`src/rtl/core/dctd_pkg.sv`:
```
`timescale 1ns / 1ps
`default_nettype none
// ----------------------------------------------------------------------------
// dctd_pkg: shared types and constants of the task dispatcher
// Beat layouts, status and function codes, configuration register map.
// ----------------------------------------------------------------------------
package dctd_pkg;

  localparam int unsigned NUM_SETS_DEF    = 8;
  localparam int unsigned ACTION_BITS_DEF = 4;

  localparam int unsigned MAX_SETS   = 8;   // set ids are three bits wide
  localparam int unsigned SET_W      = 3;
  localparam int unsigned FIELD_W    = 4;   // packed per-set counter fields
  localparam int unsigned MASK_W     = 8;   // per-set successor mask
  localparam int unsigned ACT_W      = 4;   // granted action index
  localparam int unsigned POS_W      = 4;   // order position / order length
  localparam int unsigned CFG_IDX_W  = 3;
  localparam int unsigned CFG_DATA_W = 64;

  typedef enum logic [2:0] {
    ST_GRANTED  = 3'd0,
    ST_BLOCKED  = 3'd1,
    ST_ALL_DONE = 3'd2,
    ST_ACCEPTED = 3'd3,
    ST_EXCESS   = 3'd4
  } status_e;

  typedef enum logic {
    FUNC_REQUEST = 1'b0,
    FUNC_FINISH  = 1'b1
  } func_e;

  typedef enum logic [CFG_IDX_W-1:0] {
    CFG_ACTION_COUNTS    = 3'd0,
    CFG_INITIAL_BLOCKERS = 3'd1,
    CFG_SUCCESSOR_MASKS  = 3'd2,
    CFG_DISPATCH_ORDER   = 3'd3,
    CFG_ORDER_LENGTH     = 3'd4
  } cfg_idx_e;

  typedef struct packed {
    logic             func;
    logic [SET_W-1:0] finished_set;
  } in_t;

  typedef struct packed {
    status_e          status;
    logic [SET_W-1:0] granted_set;
    logic [ACT_W-1:0] granted_action;
  } out_t;

  typedef struct packed {
    logic [31:0]      action_counts;
    logic [31:0]      initial_blockers;
    logic [63:0]      successor_masks;
    logic [23:0]      dispatch_order;
    logic [POS_W-1:0] order_length;
  } cfg_t;

endpackage
`default_nettype wire

```
`src/rtl/core/dctd_cfg_regs.sv`:
```
`timescale 1ns / 1ps
`default_nettype none
// ----------------------------------------------------------------------------
// dctd_cfg_regs: configuration register file
// Holds the five dispatcher registers; flags a reload after every write to a mapped index.
// ----------------------------------------------------------------------------
module dctd_cfg_regs (
  input  wire logic                            clk_i,
  input  wire logic                            rst_ni,
  input  wire logic                            wr_en_i,
  input  wire logic [dctd_pkg::CFG_IDX_W-1:0]  wr_idx_i,
  input  wire logic [dctd_pkg::CFG_DATA_W-1:0] wr_data_i,
  output dctd_pkg::cfg_t                       cfg_o,
  output logic                                 restart_o
);
  import dctd_pkg::*;

  // reset image: everything clear, order length one
  localparam cfg_t CFG_RESET = '{
    action_counts:    '0,
    initial_blockers: '0,
    successor_masks:  '0,
    dispatch_order:   '0,
    order_length:     POS_W'(1)
  };

  cfg_t cfg_d, cfg_q;
  logic restart_d, restart_q;

  always_comb begin
    cfg_d     = cfg_q;
    restart_d = 1'b0;
    if (wr_en_i) begin
      restart_d = 1'b1;
      case (wr_idx_i)
        CFG_ACTION_COUNTS:    cfg_d.action_counts    = wr_data_i[31:0];
        CFG_INITIAL_BLOCKERS: cfg_d.initial_blockers = wr_data_i[31:0];
        CFG_SUCCESSOR_MASKS:  cfg_d.successor_masks  = wr_data_i;
        CFG_DISPATCH_ORDER:   cfg_d.dispatch_order   = wr_data_i[23:0];
        CFG_ORDER_LENGTH:     cfg_d.order_length     = wr_data_i[POS_W-1:0];
        default:              restart_d              = 1'b0; // unmapped: ignored
      endcase
    end
  end

  always_ff @(posedge clk_i or negedge rst_ni) begin
    if (!rst_ni) begin
      cfg_q              <= CFG_RESET;
      restart_q          <= 1'b0;
    end else begin
      cfg_q              <= cfg_d;
      restart_q          <= restart_d;
    end
  end

  assign cfg_o     = cfg_q;
  assign restart_o = restart_q;

endmodule
`default_nettype wire

```
`src/rtl/core/dctd_engine.sv`:
```
`timescale 1ns / 1ps
`default_nettype none
// ----------------------------------------------------------------------------
// dctd_engine: per-set counters and single-step dispatch decision
// One lane of counters per set; request/finish resolved in one combinational step.
// ----------------------------------------------------------------------------
module dctd_engine #(
  parameter int unsigned NUM_SETS    = dctd_pkg::NUM_SETS_DEF,
  parameter int unsigned ACTION_BITS = dctd_pkg::ACTION_BITS_DEF
) (
  input  wire logic           clk_i,
  input  wire logic           rst_ni,
  input  wire dctd_pkg::cfg_t cfg_i,
  input  wire logic           restart_i,
  input  wire logic           accept_i,
  input  wire dctd_pkg::in_t  in_data_i,
  output dctd_pkg::out_t      result_o
);
  import dctd_pkg::*;

  localparam int unsigned CNT_W  = ACTION_BITS;
  localparam int unsigned CNT_W1 = ACTION_BITS + 1;

  // per-lane status vectors, indexed by the full three-bit set id
  logic [CNT_W-1:0]   act_cnt   [MAX_SETS];
  logic [CNT_W-1:0]   issued_w  [MAX_SETS];
  logic [MAX_SETS-1:0] exhausted_v, blocked_v, full_v, last_v;
  logic [MAX_SETS-1:0] inc_issued_v, inc_finished_v, dec_blocker_v;

  logic [SET_W-1:0] current_d, current_q;
  logic [POS_W-1:0] pos_d, pos_q;

  logic [POS_W-1:0]  olen;
  logic              is_req, is_fin;
  logic              all_done, advance, grant, excess, fin_last;
  logic [SET_W-1:0]  cur_n, order_next, fset;
  logic [POS_W-1:0]  pos_n;
  logic [MASK_W-1:0] succ_mask;
  logic [7:0]        gact_wide;

  // action count per set, masked to the counter width; absent sets have none
  always_comb begin
    logic [7:0] wide;
    for (int s = 0; s < MAX_SETS; s++) begin
      wide       = 8'(cfg_i.action_counts[FIELD_W*s +: FIELD_W]);
      act_cnt[s] = (s < NUM_SETS) ? wide[CNT_W-1:0] : '0;
    end
  end

  for (genvar g = 0; g < MAX_SETS; g++) begin : g_lane
    if (g < NUM_SETS) begin : g_real
      logic [CNT_W-1:0]   issued_q, finished_q;
      logic [FIELD_W-1:0] blockers_q;

      assign issued_w[g]    = issued_q;
      assign exhausted_v[g] = (issued_q >= act_cnt[g]);
      assign blocked_v[g]   = (blockers_q != '0);
      assign full_v[g]      = (finished_q >= act_cnt[g]);
      assign last_v[g]      = ((CNT_W1'(finished_q) + CNT_W1'(1)) == CNT_W1'(act_cnt[g]));

      always_ff @(posedge clk_i or negedge rst_ni) begin
        if (!rst_ni) begin
          issued_q   <= '0;
          finished_q <= '0;
          blockers_q <= '0;
        end else if (restart_i) begin
          issued_q   <= '0;
          finished_q <= '0;
          blockers_q <= cfg_i.initial_blockers[FIELD_W*g +: FIELD_W];
        end else begin
          if (inc_issued_v[g])   issued_q   <= issued_q + CNT_W'(1);
          if (inc_finished_v[g]) finished_q <= finished_q + CNT_W'(1);
          if (dec_blocker_v[g])  blockers_q <= blockers_q - FIELD_W'(1);
        end
      end
    end else begin : g_absent
      assign issued_w[g]    = '0;
      assign exhausted_v[g] = 1'b1;
      assign blocked_v[g]   = 1'b0;
      assign full_v[g]      = 1'b1;
      assign last_v[g]      = 1'b0;
    end
  end

  // decision
  always_comb begin
    is_req = (in_data_i.func == FUNC_REQUEST);
    is_fin = (in_data_i.func == FUNC_FINISH);

    if (cfg_i.order_length == '0)                olen = POS_W'(1);
    else if (cfg_i.order_length > POS_W'(8))     olen = POS_W'(8);
    else                                         olen = cfg_i.order_length;

    order_next = cfg_i.dispatch_order[SET_W*pos_q[2:0] +: SET_W];
    all_done   = exhausted_v[current_q] && (pos_q >= olen);
    advance    = exhausted_v[current_q] && (pos_q < olen);
    cur_n      = advance ? order_next : current_q;
    pos_n      = advance ? pos_q + POS_W'(1) : pos_q;
    grant      = !all_done && !blocked_v[cur_n] && !exhausted_v[cur_n];
    gact_wide  = 8'(issued_w[cur_n]);

    fset      = in_data_i.finished_set;
    excess    = full_v[fset];
    fin_last  = !excess && last_v[fset];
    succ_mask = cfg_i.successor_masks[MASK_W*fset +: MASK_W];

    result_o = '0;
    if (is_req) begin
      if (all_done)     result_o.status = ST_ALL_DONE;
      else if (!grant)  result_o.status = ST_BLOCKED;
      else begin
        result_o.status         = ST_GRANTED;
        result_o.granted_set    = cur_n;
        result_o.granted_action = gact_wide[ACT_W-1:0];
      end
    end else begin
      result_o.status = excess ? ST_EXCESS : ST_ACCEPTED;
    end

    for (int s = 0; s < MAX_SETS; s++) begin
      inc_issued_v[s]   = accept_i && is_req && grant && (cur_n == SET_W'(s));
      inc_finished_v[s] = accept_i && is_fin && !excess && (fset == SET_W'(s));
      dec_blocker_v[s]  = accept_i && is_fin && fin_last && succ_mask[s] && blocked_v[s];
    end

    current_d = current_q;
    pos_d     = pos_q;
    if (accept_i && is_req && !all_done) begin
      current_d = cur_n;
      pos_d     = pos_n;
    end
  end

  always_ff @(posedge clk_i or negedge rst_ni) begin
    if (!rst_ni) begin
      current_q <= '0;
      pos_q     <= POS_W'(1);
    end else if (restart_i) begin
      current_q <= cfg_i.dispatch_order[SET_W-1:0];
      pos_q     <= POS_W'(1);
    end else begin
      current_q <= current_d;
      pos_q     <= pos_d;
    end
  end

  // order position always names a real order slot plus one
  a_pos_range: assert property (@(posedge clk_i) disable iff (!rst_ni)
    (pos_q >= POS_W'(1)) && (pos_q <= POS_W'(8)))
    else $error("order position out of range");

  // dispatch pointer moves only on an accepted beat or a reload
  a_cur_hold: assert property (@(posedge clk_i) disable iff (!rst_ni)
    (!accept_i && !restart_i) |=> ($stable(current_q) && $stable(pos_q)))
    else $error("dispatch pointer moved without a beat");

  // completion reports never move the dispatch pointer
  a_fin_no_move: assert property (@(posedge clk_i) disable iff (!rst_ni)
    (accept_i && !restart_i && is_fin) |=> ($stable(current_q) && $stable(pos_q)))
    else $error("completion moved the dispatch pointer");

endmodule
`default_nettype wire

```
`src/rtl/core/dependency_counting_task_dispatcher_top.sv`:
```
`timescale 1ns / 1ps
`default_nettype none
// ----------------------------------------------------------------------------
// dependency_counting_task_dispatcher_top: dependency-counting task dispatcher
//
// Input channel (in_*): one beat is either a request for the next action
// (func = request) or a report that an action of finished_set completed.
// Output channel (out_*): exactly one result beat per input beat, in order:
// granted (with set and action index), blocked, all dispatched, completion
// accepted, or excess completion. Set and action fields are zero unless
// the status is granted.
// Config channel (cfg_*): index selects the register, data is the value;
// always ready. Any write to a mapped index reloads all dispatcher state
// from the new values on the following cycle; input ready is low then.
// Result: registered in the result register as the input beat is taken.
// Throughput: one beat per cycle outside reloads and receiver stalls;
// set counters sit in flops, the decision is one combinational step.
// Receiver stall: the result register holds; input ready drops until the
// held beat is taken, input ready = result register empty or draining.
// Reset: registers go to their reset values, set 0 is current, all counters
// and blocker counts clear, output register empty.
// ----------------------------------------------------------------------------
module dependency_counting_task_dispatcher_top #(
  parameter int unsigned NUM_SETS    = dctd_pkg::NUM_SETS_DEF,
  parameter int unsigned ACTION_BITS = dctd_pkg::ACTION_BITS_DEF
) (
  input  wire logic                            clk_i,
  input  wire logic                            rst_ni,
  // request / completion beats
  input  wire logic                            in_valid_i,
  output logic                                 in_ready_o,
  input  wire dctd_pkg::in_t                   in_data_i,
  // result beats
  output logic                                 out_valid_o,
  input  wire logic                            out_ready_i,
  output dctd_pkg::out_t                       out_data_o,
  // configuration writes
  input  wire logic                            cfg_valid_i,
  output logic                                 cfg_ready_o,
  input  wire logic [dctd_pkg::CFG_IDX_W-1:0]  cfg_idx_i,
  input  wire logic [dctd_pkg::CFG_DATA_W-1:0] cfg_data_i
);
  import dctd_pkg::*;

  cfg_t cfg;
  logic restart;
  logic accept;
  out_t result;

  out_t out_d, out_q;
  logic out_valid_d, out_valid_q;

  assign cfg_ready_o = 1'b1;

  dctd_cfg_regs u_cfg (
    .clk_i     (clk_i),
    .rst_ni    (rst_ni),
    .wr_en_i   (cfg_valid_i),
    .wr_idx_i  (cfg_idx_i),
    .wr_data_i (cfg_data_i),
    .cfg_o     (cfg),
    .restart_o (restart)
  );

  // hold off input during the reload cycle and while the result is stalled
  assign in_ready_o = !restart && (!out_valid_q || out_ready_i);
  assign accept     = in_valid_i && in_ready_o;

  dctd_engine #(
    .NUM_SETS    (NUM_SETS),
    .ACTION_BITS (ACTION_BITS)
  ) u_engine (
    .clk_i     (clk_i),
    .rst_ni    (rst_ni),
    .cfg_i     (cfg),
    .restart_i (restart),
    .accept_i  (accept),
    .in_data_i (in_data_i),
    .result_o  (result)
  );

  // result register
  always_comb begin
    out_d       = out_q;
    out_valid_d = out_valid_q;
    if (accept) begin
      out_d       = result;
      out_valid_d = 1'b1;
    end else if (out_ready_i) begin
      out_valid_d = 1'b0;
    end
  end

  always_ff @(posedge clk_i or negedge rst_ni) begin
    if (!rst_ni) begin
      out_valid_q <= 1'b0;
    end else begin
      out_valid_q <= out_valid_d;
    end
  end

  always_ff @(posedge clk_i) begin
    out_q <= out_d;
  end

  assign out_valid_o = out_valid_q;
  assign out_data_o  = out_q;

  // no beat is taken while state reloads
  a_reload_blocks: assert property (@(posedge clk_i) disable iff (!rst_ni)
    restart |-> !in_ready_o)
    else $error("input taken during reload");

  // grant fields are zero on every non-grant result
  a_zero_fields: assert property (@(posedge clk_i) disable iff (!rst_ni)
    (out_valid_o && (out_data_o.status != ST_GRANTED)) |->
      ((out_data_o.granted_set == '0) && (out_data_o.granted_action == '0)))
    else $error("grant fields set on non-grant result");

  // only defined status codes leave the block
  a_status_code: assert property (@(posedge clk_i) disable iff (!rst_ni)
    out_valid_o |-> ((out_data_o.status == ST_GRANTED)  ||
                     (out_data_o.status == ST_BLOCKED)  ||
                     (out_data_o.status == ST_ALL_DONE) ||
                     (out_data_o.status == ST_ACCEPTED) ||
                     (out_data_o.status == ST_EXCESS)))
    else $error("undefined status code");

endmodule
`default_nettype wire

```
`config.mk`:
```
export PLATFORM = sky130hd
export DESIGN_NAME = dependency_counting_task_dispatcher_top
export DESIGN_NICKNAME = d
export VERILOG_FILES = /design/src/rtl/core/dctd_pkg.sv /design/src/rtl/core/dctd_cfg_regs.sv /design/src/rtl/core/dctd_engine.sv /design/src/rtl/core/dependency_counting_task_dispatcher_top.sv
export SDC_FILE = /design/constraint.sdc
export NUM_CORES = 1
export LEC_CHECK = 0
export BUFFER_PORTS_ARGS = -buffer_cell sky130_fd_sc_hd__clkbuf_2
export CAP_MARGIN = 5
export CORE_MARGIN = 2
export CORE_UTILIZATION = 40
export DETAILED_ROUTE_END_ITERATION = 16
export PLACE_DENSITY = 0.56
export SLEW_MARGIN = 25
export SYNTH_ARGS = -nofsm -noshare
export SYNTH_HDL_FRONTEND = slang
export SYNTH_HIERARCHICAL = 1
export SYNTH_SLANG_ARGS = --single-unit
```
`constraint.sdc`:
```
create_clock -name clk_i -period 3.6 [get_ports clk_i]
set_input_delay 0.18 -clock clk_i [delete_from_list [all_inputs] [get_ports clk_i]]
set_output_delay 0.18 -clock clk_i [all_outputs]
set_load 0.01 [all_outputs]
```
==> impl_results.md <==
- Hold Path Cell Cnt: 2
- Clock sink total: around 270
- Post-synth top flop: dfrtp_1
- Gr ovfl total: 0
- Inst Count DP: roughly 2,000
- Setup tns final: 0 ns
- Gpl congestion: 0.866
- Post-DP HPWL: just under 30,000 um
- Routed via count: roughly 11,000
- Mean post-synth cell area: approximately 12 um^2
- Final min period: about 3.4 ns
- Worst Skew: approximately 0.013 ns
- Layout cells sized above 1: 0.280
- Total GRT Usage: 0.203
- Synth unique cells: 78
- Gate count after technology mapping: between 1,000 and 1,500
- Wire per inst: ~20 um
- Largest net degree at the start of global routing: around 100
- H-tree levels: 1
- Die X: 203 um
- Slowest stage delay, CP: 0.50 ns
- Clk pwr share: 0.326
- Crit path buffers/inverters: 3
- Slew @ Worst Pin: ~0.91 ns
- CP Depth: 13
- Area grow syn2layout: 19.3%
- Worst reg-to-reg path cell count: 13
- IO buf count: between 80 and 90
- Clock tree root buffer cell: clkbuf_16
- Leakage: 0.00840 uW
- Sw Share: 0.314
- Slew HR: 0.392
- Setup CP Type: reg2reg
- Share of synthesized area occupied by flip-flops and latches: 0.433
- Area contributors post-synth: dfrtp_1 (41%), ha_1 (8.0%), mux2_2 (6.8%), mux2_4 (5.7%), xnor2_1 (4.3%)
- EDFF count, synth: 10
- CTS Buffer Depth: 3
- Seq cells post-synth: around 270
- First-pass GRT wire length: approximately 65,000 um
- Number of buffers created by CTS: 31
- N_diodes: 0
- Cell taking the most area after synthesis: dfrtp_1
- Fmax: roughly 290 MHz
- CP arrival: 3.78 ns
- Crit path max fanout: 7
- Initial antenna violation count: 0
- Final antenna-violating net count: 0
- Seq pwr share: 0.388
- Peak supply drop: between 400 and 500 uV
- Initial Util: 0.407
- Drt first pass iters: 6
- Combinational power share: 0.287
- Synth top area share: 0.410
- Psw: 3190 uW
- CTS tree: built
- Final period util: 0.957
- Power per cell area: about 540 nW/um^2
- Outcome: finished, final reports clean
- Power Internal: between 6000 and 7000 uW
- Final setup viols: 0
- Worst Setup Start Kind: register
- Critical Path Slowest Stage Cell: mux4_2
- Design area: approximately 19,000 um^2
- I/O pins: 89
- Post-synth net total: 1,509
- Die ar.: 41,100 um^2
- Non-filler instance count after layout: approximately 2,100
- Req. time, crit path: 3.94 ns
- CTS clk-pin slew, worst paths: about 0.060 ns
- Final hold violations: 0
- Routed WL: slightly above 40,000 um
- Max-cap viol count: 0
- Post-Place Cell Area: 17,100 um^2
- Yosys warns: 6
- Die span in y: approximately 200 um
- DRC violations left: 0
- Crit path cell chain: inv_1 > ha_1 > a21oi_1 > and3_1 > a22o_1 > a211o_4 > nor3_4 > buf_4 > mux2i_1 > buf_4 > mux4_2 > nand2_1 > a21oi_1
- HP Class: in2reg
- Clk_lat worst skew: roughly 0.6 ns
- Vias/cell: 5.30
- Worst Setup End Kind: register
- Nets: about 1,700
- Vias in the first global route: 11,200
- Critical path's top delay family: compound AO/OA/AOI/OAI gates
- Rows: 72
- Slew Limit Fails: 0
- Netlist Area Pre-Place: between 15,000 and 20,000 um^2
- Ys async rst share: 0.963
- Std-Cell Core Area: between 30,000 and 40,000 um^2
- Initial DRC count: 628
-- power by group through the flow --
stage	clock (uW)	combinational, uW	sequential, uW
floorplan	0	1990	3860
global placement	0	2750	3990
detailed placement	0	2790	4000
CTS	3380	2860	3950
global route	3500	3200	4010
finish	3310	2910	3940
-- metrics by stage --
stage          hold slack, ns   util  total power, uW  worst slack [ns]
6_report               0.0153  0.486            10200             0.154
5_1_grt                0.0158  0.486            10700           -0.0131
4_1_cts               0.00917  0.484            10200            0.0867
3_5_place_dp            0.321  0.439             6790             0.124
3_3_place_gp            0.328  0.439             6730             0.102
2_1_floorplan          -0.116      -             5850             0.360
-- cells in the final DEF, fill, tap and decap left out, types with 6 or more instances in the layout --
| cell type | synthesis | layout |
|---|---|---|
| dfrtp_1 | 259 | 258 |
| nor2_1 | 109 | 109 |
| ha_1 | 101 | 101 |
| mux2_2 | 95 | 95 |
| clkbuf_2 | 0 | 86 |
| inv_1 | 85 | 85 |
| xnor2_1 | 77 | 77 |
| dlygate4sd3_1 | 0 | 67 |
| mux2_4 | 60 | 60 |
| buf_4 | 1 | 59 |
| nand2_1 | 47 | 47 |
| mux2i_1 | 37 | 37 |
| nand2b_1 | 36 | 36 |
| clkbuf_16 | 0 | 31 |
| a21oi_1 | 31 | 31 |
| nor3_1 | 32 | 30 |
| mux4_2 | 26 | 26 |
| o21ai_0 | 20 | 20 |
| a21o_1 | 19 | 19 |
| nand3_1 | 19 | 19 |
| and3_1 | 18 | 18 |
| o31a_1 | 16 | 16 |
| xor2_1 | 13 | 13 |
| edfxtp_1 | 10 | 10 |
| nor4_1 | 10 | 10 |
| nor3_2 | 8 | 9 |
| o21ai_1 | 9 | 9 |
| clkinv_2 | 0 | 8 |
| o2111ai_1 | 8 | 8 |
| a221oi_4 | 8 | 8 |
| o311ai_0 | 8 | 8 |
| clkbuf_1 | 26 | 7 |
| nand4_1 | 7 | 7 |
| a211oi_1 | 8 | 7 |
| o22ai_1 | 6 | 6 |
-- repair_timing --
action,in CTS,in global routing
setup endpoints to repair,0,67
buffers inserted,0,2
resized for setup,0,14
hold endpoints to repair,239,2
hold buffers,66,1
-- cell usage after synthesis, types with 6 or more instances --
library cell	n
dfrtp_1	259
nor2_1	109
ha_1	101
mux2_2	95
inv_1	85
xnor2_1	77
mux2_4	60
nand2_1	47
mux2i_1	37
nand2b_1	36
nor3_1	32
a21oi_1	31
clkbuf_1	26
mux4_2	26
o21ai_0	20
a21o_1	19
nand3_1	19
and3_1	18
o31a_1	16
buf_2	13
xor2_1	13
edfxtp_1	10
nor4_1	10
o21ai_1	9
a211oi_1	8
a221oi_4	8
buf_6	8
nor3_2	8
o2111ai_1	8
o311ai_0	8
nand4_1	7
a2111oi_0	6
buf_12	6
o22ai_1	6
-- cell type report --
cell class	count	area (um^2)
Tap cell	518	648
Timing Repair Buffer	218	1660
Inverter	86	323
Multi-Input combinational cell	919	8330
Clock inverter	16	201
Fill cell	3475	20000
Clock buffer	42	857
Sequential cell	271	6840
-- cells by family (layout without fill, tap and decap cells) --
group / after synthesis / after routing / share of synthesized area
XOR/XNOR: 90 / 90 / 0.0499
AND/OR/NAND/NOR: 338 / 338 / 0.118
other: 1 / 1 / 0.000237
flip-flops: 271 / 271 / 0.433
AO/OA/AOI/OAI: 164 / 164 / 0.0826
multiplexers: 225 / 225 / 0.191
adder cells (fa/ha/maj): 101 / 101 / 0.0800
buffers and inverters: 142 / 362 / 0.0450
-- final timing paths --
check                                      start               endpoint  slack, ns
worst max-delay path            u_cfg/cfg_o[127]          out_data_o[2]       0.15
min in group asynchronous                 rst_ni  u_engine/current_q[2]       0.22
worst min-delay path               cfg_data_i[1]         u_cfg/cfg_o[1]       0.02
worst max register to register  u_cfg/cfg_o[127]          out_data_o[2]       0.15
max in group asynchronous                 rst_ni      u_engine/pos_q[0]       2.48
worst min register to register   u_cfg/cfg_o[98]        u_cfg/cfg_o[98]       0.48
-- layer usage --
layer / routed length, um / share of wire / vias to the layer above / GRT usage
met5: 0 / 0 / - / 0
met4: 1270 / 0.031 / 0 / 0.0613
met3: 2080 / 0.051 / 73 / 0.0302
met2: 19200 / 0.47 / 228 / 0.335
met1: 18500 / 0.45 / 5517 / 0.277
li1: - / - / 5159 / -
-- state kept, by name, summed over array words and instances (netlist names) --
| signal | flops |
|---|---|
| u_engine/g_lane.g_real.issued_q | 32 |
| out_valid_o | 1 |
| u_cfg/cfg_o | 156 |
| u_engine/g_lane.g_real.finished_q | 32 |
| u_cfg/restart_o | 1 |
| out_data_o | 10 |
| u_engine/current_q | 3 |
| u_engine/pos_q | 4 |
| u_engine/g_lane.g_real.blockers_q | 32 |
(Power assumes the default switching activity.)
